## src/rtl/dsdq_ram.sv

```systemverilog
// ---------------------------------------------------------------------------
// dsdq_ram
// Generic simple dual-port RAM, one write and one registered read port;
// a read of the address being written returns the new word.
// ---------------------------------------------------------------------------
`default_nettype none

module dsdq_ram #(
	parameter int WIDTH = 8,
	parameter int DEPTH = 16
) (
	input  wire logic                     clk,
	input  wire logic                     we,
	input  wire logic [$clog2(DEPTH)-1:0] waddr,
	input  wire logic [WIDTH-1:0]         wdata,
	input  wire logic [$clog2(DEPTH)-1:0] raddr,
	output logic      [WIDTH-1:0]         rdata
);

	logic [WIDTH-1:0] mem [DEPTH];

	// write port
	always_ff @(posedge clk) begin
		if (we) begin
			mem[waddr] <= wdata;
		end
	end

	// registered read with write forwarding
	always_ff @(posedge clk) begin
		if (we && (waddr == raddr)) begin
			rdata <= wdata;
		end else begin
			rdata <= mem[raddr];
		end
	end

endmodule

`default_nettype wire

```

## config.mk

```make
export PLATFORM = sky130hd
export DESIGN_NAME = dsdq_ram
export DESIGN_NICKNAME = d
export VERILOG_FILES = /design/src/rtl/dsdq_ram.sv
export SDC_FILE = /design/constraint.sdc
export NUM_CORES = 1
export LEC_CHECK = 0
export BUFFER_PORTS_ARGS = -buffer_cell sky130_fd_sc_hd__buf_2
export CAP_MARGIN = 10
export CORE_MARGIN = 8
export CORE_UTILIZATION = 43
export DETAILED_ROUTE_END_ITERATION = 10
export SETUP_SLACK_MARGIN = 0.15
export SLEW_MARGIN = 40
export SYNTH_ARGS = -nofsm -noshare
export SYNTH_HDL_FRONTEND = slang
export SYNTH_SLANG_ARGS = --single-unit
```

## constraint.sdc

```tcl
create_clock -name clk -period 2.7 [get_ports clk]
set_input_delay 0.405 -clock clk [delete_from_list [all_inputs] [get_ports clk]]
set_output_delay 0.405 -clock clk [all_outputs]
set_load 0.05 [all_outputs]
```

-- After elaboration in Yosys (flattened, before gate mapping)
Memories as Yosys holds them, arrays and structs flattened. A register that Yosys moved wholly into a read port is not among the register bits.
Cells that the tools add are included.
- output and inout port bits: 8
- bits of input ports: 18
- register bits after elaboration: 0
- memories kept: 1
- bits in read-only memories: 0
- word-level logic and storage cells: 3
- latch bits: 0
- memory bits (writable): 128
- memory list (memory ; depth ; bits a word ; rd ports ; clocked after Yosys merged registers in ; wr ports ; line ; RTL):
    mem ; 16 ; 8 ; 1 ; 1 ; 1 ; 20 ; logic [WIDTH-1:0] mem [DEPTH];
- mux-type cells: 2
- div/mod/pow operators: 0
- equal/unequal tests: 0
- $add $sub $neg: 0
- bitwise logic cells: 0
- shift operators: 0
- multipliers: 0
- reduce and logical (&&, ||, !) cells: 0
- $lt $le $gt $ge: 0
- operator list (kind ; number):
    1-bit 2-to-1 mux ; 2

-- Logic depth before layout (Yosys ltp)
Gate-level depths: netlist (run 1).
- depth in word-level cells: 2
- depth in mapped cells: 5
- gate-level depth less buffers: 3

-- Worst setup path after synthesis (run 1)
No wires, ideal clock.
- path kind: register to output
- from: register with a tool-made name
- to: output rdata[4]
- stages on the path, launching flop included: 6
- arrival: 1.599 ns
- path buffers: 2
- slack: 0.696 ns
- data required time: 2.295 ns
- cell sequence: dfxtp_1 > buf_6 > buf_6 > mux4_1 > a22oi_1 > nand2_1
- RTL lines (what ; line ; RTL):
    end, declared ; 17 ; output logic [WIDTH-1:0] rdata

==> summary.txt, run 1 <==
STA
  – Final slew viol count: 0
  – Final Cycle Share: 92.3%
  – Final setup fails: 0
  – Hold Fails Final Rpt: 0
  – F_max: roughly 0.40 GHz
  – Worst hold slack: between 0.1 and 0.15 ns
  – Rel. slew slack: 52.6%
  – Slew @ Worst Pin: ~0.71 ns
  – Min Tclk post-route: 2.49 ns
  – RSZ-0062 raised after global routing: yes
  – TNS Setup: 0 ns

Floorplan
  – Core box area: 11500 um2
  – Die height: 125 um
  – Die footprint: 15500 um2
  – Top Ports: 26
  – Die width: around 120 um
  – Initial Util: 44.2%
  – FP Rows: 39

Run status
  – Status: completed

Setup path
  – Worst path top cell family by delay: multiplexers
  – Bufs and invs on worst path: 2
  – Slowest cell on crit path: mux4_1
  – Crit path cell chain: buf_12 > mux4_1 > a22oi_2 > nand2_1 > buf_4
  – Number of cells on the critical path: 5
  – Crit start category: register
  – Worst stage delay on the critical path: 0.57 ns
  – Crit end category: output pin
  – WP data arrival: roughly 2.1 ns
  – Critical path fanouts, max: 6
  – Critical path class: reg2out
  – Critical Path RT: 2.30 ns

Synth
  – Syn avg cell area: 22.5 um2
  – Yosys warnings: 0
  – Sequential share of the synthesized area: 77.4%
  – Synthesized Nets: roughly 240
  – Synth Register Bits: 132
  – Distinct cell type count after synthesis: 19
  – Mapped cell area: 5070 um2
  – Post-Syn Instances: between 200 and 250

Flow run
  – Maxcap violations: 0

Power
  – Max IR drop VDD: 0.580 mV
  – Fraction of power consumed by the clock network: a little over two fifths
  – PwrDens: 754 nW/um2
  – Total power: 4.61 mW
  – Pleak: 2.07 nW
  – Pint: 3.65 mW
  – Switching power: 0.960 mW
  – Seq pwr share: between 50% and 60%
  – Logic gate share of total power: 6.4%
  – Sw Ratio: 20.8%

Global route
  – Global-route wire length before repair: about 16 mm
  – Vias in the first global route: 2515
  – Largest net degree at the start of global routing: 33
  – Total grt overflow: 0
  – Initial antenna violation count: 0
  – GR Util All Layers: ~14%

Layout
  – Nets@finish: 302
  – Diode count: 0
  – Largest register by flop count: mem
  – Layout cells sized above 1: a little over a third
  – Fin util: between 50% and 60%
  – P&R area growth vs syn: 20.8%
  – Top Registers: mem x128
  – Post-route insts no fill: around 440
  – Flip-flop count of the largest register after layout: between 100 and 150

Drt
  – Wire per inst: 23.5 um
  – Remaining antenna violation count: 0
  – Routed WL: 10.3 mm
  – First-pass detailed-route iteration total: 4
  – Iteration-0 DRC Markers: ~290
  – Via count: 2450
  – Vias per cell: 5.59
  – Residual DRC: 0

Worst hold path
  – Hold depth: 1
  – HP Class: in2reg

CTS
  – Clock Path Buffers: 2
  – Cts-stage hold buffer count: 0
  – Num CTS Buffers: 17
  – TritonCTS sink count: 132
  – Clock-pin slew on the worst setup and hold paths: around 0.050 ns
  – TritonCTS clock tree: yes
  – H-tree lvl count: 4
  – Clk root buf: clkbuf_16

Placement
  – Final GP Congestion: 0.738
  – IO Port Bufs: 25
  – Post-DP HPWL: between 6 and 7 mm
  – Dpl cells: slightly above 400
-- cell type report --
type                       count  area [um2]
sequential                   132        3930
clock buffer                  19         433
tap                          143         179
multi-input combinational     83        1080
timing repair buffer          50         412
clock inverter                11        90.1
fill                         869        5350
-- cell families (layout without fill, tap and decap cells) --
logic type | count (synthesis) | count (layout) | share of synthesized area, %
compound gates | 16 | 16 | 2.37
buf+inv | 10 | 80 | 1.70
flops | 132 | 132 | 77.4
mux | 32 | 32 | 15.3
simple gates | 35 | 35 | 3.23
-- placed cells by master, fill, tap and decap left out --
cell        instances
a22oi_1            10
a22oi_2             6
and2_1              1
and2b_1             1
buf_12              2
buf_16              1
buf_2              18
buf_4              24
buf_6               3
buf_8               1
bufinv_16           1
clkbuf_1            2
clkbuf_16          18
clkinv_1            2
clkinv_2            4
clkinv_4            2
clkinvlp_4          2
dfxtp_1             3
dfxtp_4             1
edfxtp_1          128
mux4_1             12
mux4_2             20
nand2_1             9
nand2b_1            2
nand3_1             1
nand3b_1            2
nor2_1             13
nor2b_1             1
nor3_1              4
or3b_2              1
-- final timing paths --
check	slack, ns	start	to
setup / recovery	0.21	register	rdata[3]
hold / removal	0.10	raddr[3]	register
-- layer usage --
metal  share of wire [%]  track usage, %
met2                  49            21.7
met3                 5.7            4.34
met5                   0               0
met4                 1.7            6.80
met1                  43            16.9
-- stage by stage --
stage / worst slack, ns / instance area (um2)
3_5_place_dp: 0.412 / 5460
2_1_floorplan: 0.696 / 5070
4_1_cts: 0.114 / 6040
6_report: 0.208 / 6120
5_1_grt: 0.117 / 6120
3_3_place_gp: 0.428 / 5460
-- what timing repair did --
item | in CTS | in global routing
gates cloned | 1 | 1
gates resized for setup | 8 | 17
setup endpoints to repair | 8 | 7
pin swaps | 0 | 3
buffers inserted | 1 | 2
-- power by group through the flow --
stage | registers [mW] | logic, mW | clock network [mW]
6_report | 2.31 | 0.295 | 2.01
5_1_grt | 2.31 | 0.315 | 2.13
4_1_cts | 2.31 | 0.282 | 2.04
3_5_place_dp | 2.35 | 0.268 | 0
3_3_place_gp | 2.34 | 0.265 | 0
2_1_floorplan | 2.34 | 0.172 | 0
-- synth_stat cells, drive strengths merged --
master	n	area, um2
edfxtp	128	3840
mux4	32	773
a22oi	16	120
nor2	13	48.8
nand2	9	33.8
buf	7	56.3
dfxtp	4	80.1
nor3	4	20.0
clkdlybuf4s25	3	30.0
nand2b	2	12.5
nand3b	2	15.0
and2	1	6.26
and2b	1	7.51
nand3	1	5.00
nor2b	1	6.26
or3b	1	8.76
(Power assumes the default switching activity.)
==> inputs of run 2 (changes only) <==
==> constraint.sdc (replaced) <==
create_clock -name clk -period 2.7 [get_ports clk]
set_input_delay 0.675 -clock clk [delete_from_list [all_inputs] [get_ports clk]]
set_output_delay 0.675 -clock clk [all_outputs]
set_load 0.05 [all_outputs]
==> run 2 against run 1 <==
  * Cell area is 0.51% higher
  * Largest power group unchanged
  * Total power is 2.7% higher
  * The run now ends with setup timing left
  * Count of clock-buffer cells in the layout is 1 higher
==> summary.txt, run 2 (same netlist as run 1, synthesis figures left out) <==
Setup path
  – Critical Path RT: 2.03 ns
  – Critical path fanouts, max: 11
  – Crit start category: register
  – Crit end category: output pin
  – WP data arrival: 2.05 ns
  – Critical path class: reg2out

CTS
  – Clock Path Buffers: 2
  – Cts-stage hold buffer count: 0
  – Num CTS Buffers: 17
  – Clk root buf: clkbuf_16
  – TritonCTS clock tree: yes
  – H-tree lvl count: 4
  – TritonCTS sink count: 132
  – Clock-pin slew on the worst setup and hold paths: around 0.050 ns

Run status
  – Failing checks: setup timing
  – Status: finished with violations

Layout
  – Flip-flop count of the largest register after layout: 128
  – P&R area growth vs syn: 21.4%
  – Top Registers: mem x128
  – Diode count: 0
  – Layout cells sized above 1: 37.8%
  – Nets@finish: 301
  – Most common cell after layout, fill and taps aside: edfxtp_1
  – Most frequent cells in the layout: edfxtp_1, buf_4, mux4_2
  – Largest register by flop count: mem

Drt
  – Remaining antenna violation count: 0
  – Vias per cell: 5.52
  – Via count: 2425
  – Residual DRC: 0
  – First-pass detailed-route iteration total: 4
  – Routed WL: 10.3 mm
  – Iteration-0 DRC Markers: 214
  – Wire per inst: 23.5 um

Flow run
  – Maxcap violations: 0

Floorplan
  – Core box area: 11500 um2
  – Die height: between 100 and 150 um
  – Initial Util: approximately 44%
  – Die footprint: between 15000 and 20000 um2
  – FP Rows: 39
  – Die width: 125 um
  – Top Ports: 26

STA
  – Rel. slew slack: 61.1%
  – Min Tclk post-route: 2.72 ns
  – Final worst slack: -0.0241 ns
  – Hold Fails Final Rpt: 0
  – F_max: approximately 0.37 GHz
  – Worst hold slack: 0.370 ns
  – RSZ-0062 raised after global routing: yes
  – Slew @ Worst Pin: a little under 0.6 ns
  – Final setup fails: 1
  – Final Cycle Share: 101%
  – Final slew viol count: 0

Global route
  – GRT busiest layer: met2
  – Largest net degree at the start of global routing: 33
  – Routing usage on met3: roughly 3.5%
  – GR Util All Layers: roughly 14%
  – Met1 GRT Util: ~17%
  – Vias in the first global route: 2491
  – Total grt overflow: 0
  – Global-route wire length before repair: 15.6 mm
  – Met2 Use GR: 21.7%
  – Initial antenna violation count: 0

Power
  – Switching power: 0.982 mW
  – Total power: 4.74 mW
  – Max IR drop VDD: 0.419 mV
  – Fraction of power consumed by the clock network: 44.9%
  – Pint: 3.75 mW
  – PwrDens: 770 nW/um2
  – Logic gate share of total power: approximately 6.4%
  – Sw Ratio: 20.7%
  – Pleak: 2.06 nW
  – Seq pwr share: 48.6%

Placement
  – Setup slack at placement: between 0.2 and 0.3 ns
  – Final GP Congestion: 0.739
  – IO Port Bufs: 25
  – Post-DP HPWL: 6.36 mm

Worst hold path
  – HP Class: in2reg
==> run 2: changes by cell type in the layout (fill, tap and decap cells not counted), moves of 2 or more <==
cell,previous run,this run
a22oi_1,10,5
a22oi_2,6,11
buf_6,3,6
clkinv_4,2,0
mux4_1,12,10
mux4_2,20,22
nand2_1,9,7
nand2_2,0,2
==> run 2: per-layer routing <==
metal,vias up,wire [um]
li1,1071,-
met1,1253,4480
met2,83,5070
met3,18,549
met4,0,216
met5,-,0
==> run 2: final cells by class <==
cell class              count  area [um2]
flip-flops and latches    132        3930
fillers                   872        5320
clock inverters            12         114
well taps                 143         179
clock buffers              20         437
multi-input cells          83        1100
repair buffers             49         393
==> run 2: final timing paths <==
path                     start       end  slack (ns)  cells after the start
worst max-delay path  register  rdata[3]       -0.02                      5
worst min-delay path  raddr[3]  register        0.37                      1
==> run 2: power groups by stage <==
stage | logic (mW) | clock network [mW] | registers [mW]
2_1_floorplan | 0.172 | 0 | 2.34
3_3_place_gp | 0.267 | 0 | 2.34
3_5_place_dp | 0.271 | 0 | 2.34
4_1_cts | 0.294 | 2.16 | 2.30
5_1_grt | 0.324 | 2.24 | 2.31
6_report | 0.304 | 2.13 | 2.30
==> run 2: critical path, cell delays in order, from the launching register on <==
cell and delay (ns):
dfxtp_4 0.41, buf_12 0.17, mux4_1 0.60, a22oi_2 0.19
nand2_1 0.08, buf_4 0.19
==> run 2: per-stage QoR <==
stage          setup TNS, ns  instance area [um2]  utilization [%]  cells
2_1_floorplan              0                 5070                -    225
3_3_place_gp               0                 5480             47.8    405
3_5_place_dp               0                 5480             47.8    405
4_1_cts               -0.311                 6100             53.2    438
5_1_grt               -0.434                 6150             53.6    439
6_report             -0.0241                 6150             53.6    439
==> run 2: timing repair <==
| action | 4_1_cts | 5_1_grt |
|---|---|---|
| pin swaps | 2 | 1 |
| buffers inserted | 0 | 1 |
| cloned | 1 | 0 |
| resized for setup | 18 | 15 |
| endpoints found under the setup margin | 8 | 8 |
==> inputs of run 3 (changes only) <==
--- a/config.mk
+++ b/config.mk
@@ -5,11 +5,13 @@
 export SDC_FILE = /design/constraint.sdc
 export NUM_CORES = 1
 export LEC_CHECK = 0
+export ABC_CLOCK_PERIOD_IN_PS = 2700
 export BUFFER_PORTS_ARGS = -buffer_cell sky130_fd_sc_hd__buf_2
 export CAP_MARGIN = 10
 export CORE_MARGIN = 8
-export CORE_UTILIZATION = 43
+export CORE_UTILIZATION = 60
 export DETAILED_ROUTE_END_ITERATION = 10
+export PLACE_DENSITY = 0.78
 export SETUP_SLACK_MARGIN = 0.15
 export SLEW_MARGIN = 40
 export SYNTH_ARGS = -nofsm -noshare
==> run 3 against run 2 <==
  * The run still ends with setup timing left
  * Combinational power is 6.9% higher
  * Die area down 25%
  * Total power grew 4.2%
  * Core utilization rose by 22 points
  * Non-clock buffer count increased by 1
  * Fmax shrank 4.6%
  * Worst setup slack worse by 0.13 ns
  * Critical endpoint unchanged
  * Largest power group unchanged
==> summary.txt, run 3 (same netlist as run 1, synthesis figures left out) <==
Floorplan
  – Die height: roughly 110 um
  – Core box area: 8220 um2
  – Initial Util: 61.7%
  – Die width: 108 um
  – Top Ports: 26
  – Die footprint: 11600 um2
  – FP Rows: 33

Placement
  – IO Port Bufs: 25
  – Post-DP HPWL: 5.78 mm
  – Final GP Congestion: 0.751
  – Placed inst area: 5410 um2

Layout
  – Most frequent cells in the layout: edfxtp_1, mux4_2, buf_4
  – Reg area: 3930 um2
  – Fin area: 6200 um2
  – Largest register by flop count: mem
  – Layout cells sized above 1: ~41%
  – Top Registers: mem x128
  – Area of the multi-input gates: between 1000 and 1500 um2
  – Most common cell after layout, fill and taps aside: edfxtp_1
  – Nets@finish: 302
  – Fillers: 426
  – Flip-flop count of the largest register after layout: roughly 130
  – Fin util: 75.4%
  – Diode count: 0
  – P&R area growth vs syn: 22.3%

CTS
  – TritonCTS sink count: between 100 and 150
  – Clock-pin slew on the worst setup and hold paths: about 0.06 ns
  – H-tree lvl count: 4
  – Num CTS Buffers: 17
  – Cts-stage hold buffer count: 0
  – Clock Path Buffers: 2
  – Clk root buf: clkbuf_8
  – TritonCTS clock tree: yes

Flow run
  – Maxcap violations: 0

Setup path
  – Worst stage delay on the critical path: 0.51 ns
  – Worst path top cell family by delay: multiplexers
  – Crit path cell chain: buf_12 > buf_16 > mux4_2 > a22oi_2 > nand2_1 > buf_6
  – Number of cells on the critical path: 6
  – Critical path fanouts, max: 8
  – Crit start category: register
  – WP data arrival: 2.18 ns
  – Critical path class: reg2out
  – Critical Path RT: 2.03 ns
  – Crit end category: output pin
  – Bufs and invs on worst path: 3
  – Slowest cell on crit path: mux4_2

Drt
  – First-pass detailed-route iteration total: 5
  – Routed WL: approximately 11 mm
  – Residual DRC: 0
  – Remaining antenna violation count: 0
  – Via count: 2563
  – Vias per cell: around 6.4
  – Iteration-0 DRC Markers: 223
  – Wire per inst: 26.9 um

Global route
  – GR Util All Layers: 20.4%
  – Vias in the first global route: 2659
  – Largest net degree at the start of global routing: 33
  – Initial antenna violation count: 0
  – Total grt overflow: 0
  – Global-route wire length before repair: 16.5 mm

Run status
  – Status: finished with violations
  – Failing checks: setup timing

STA
  – RSZ-0062 raised after global routing: yes
  – Final slew viol count: 0
  – Hold Fails Final Rpt: 0
  – Rel. slew slack: 67.8%
  – Min Tclk post-route: 2.85 ns
  – Final Cycle Share: 106%
  – Slew @ Worst Pin: 0.483 ns
  – Final worst slack: -0.154 ns
  – Worst hold slack: 0.268 ns
  – Final setup fails: 8
  – F_max: 0.350 GHz

Worst hold path
  – HP Class: in2reg
  – Hold depth: 1

Power
  – Total power: ~4.9 mW
  – Fraction of power consumed by the clock network: 46.7%
  – Max IR drop VDD: approximately 0.45 mV
  – Pint: a little under 4 mW
  – Sw Ratio: 20.7%
  – Seq pwr share: 46.7%
  – Logic gate share of total power: 6.6%
  – PwrDens: 797 nW/um2
  – Pleak: 2.09 nW
  – Switching power: 1.02 mW
==> run 3: cell types whose count changed in the layout (fill, tap and decap cells not counted), sizes merged <==
| cell | delta |
|---|---|
| bufinv | +2 |
| clkbuf | -3 |
| buf | +1 |
| inv | +1 |
==> run 3: timing repair <==
| action | 4_1_cts | 5_1_grt |
|---|---|---|
| setup endpoints to repair | 8 | 8 |
| setup buffers | 2 | 0 |
| gates resized for setup | 39 | 3 |
| pin swaps | 7 | 7 |
| gates cloned | 3 | 0 |
| endpoints found under the hold margin | 0 | 0 |
==> run 3: power by group through the flow <==
stage / sequential [mW] / combinational, mW / clock (mW)
floorplan: 2.34 / 0.172 / 0
detailed placement: 2.34 / 0.263 / 0
global route: 2.31 / 0.344 / 2.42
CTS: 2.30 / 0.322 / 2.33
finish: 2.31 / 0.325 / 2.30
global placement: 2.34 / 0.258 / 0
==> run 3: worst paths after layout <==
kind                     start  slack, ns  endpoint
worst max-delay path  register      -0.15  rdata[3]
worst min-delay path  raddr[0]       0.27  register
==> run 3: layout make-up <==
type / instances / share of cell area (%)
Sequential cell: 132 / 63.4
Multi-Input combinational cell: 83 / 17.1
Clock inverter: 15 / 3.03
Clock buffer: 17 / 6.68
Tap cell: 105 / 2.12
Timing Repair Buffer: 50 / 7.63
==> run 3: per-stage QoR <==
step / cells / setup WS [ns] / TNS (ns)
floorplan: 225 / 0.426 / 0
global placement: 365 / 0.255 / 0
detailed placement: 365 / 0.217 / 0
CTS: 402 / -0.164 / -1.19
global route: 402 / -0.241 / -1.67
finish: 402 / -0.154 / -1.01
==> run 3: metal layers <==
layer	track usage (%)	share of wire (%)	vias up
met5	0	0	-
met1	25.4	37	1326
met3	6.17	8.9	20
li1	-	-	1069
met2	31.9	52	148
met4	10.2	1.8	0
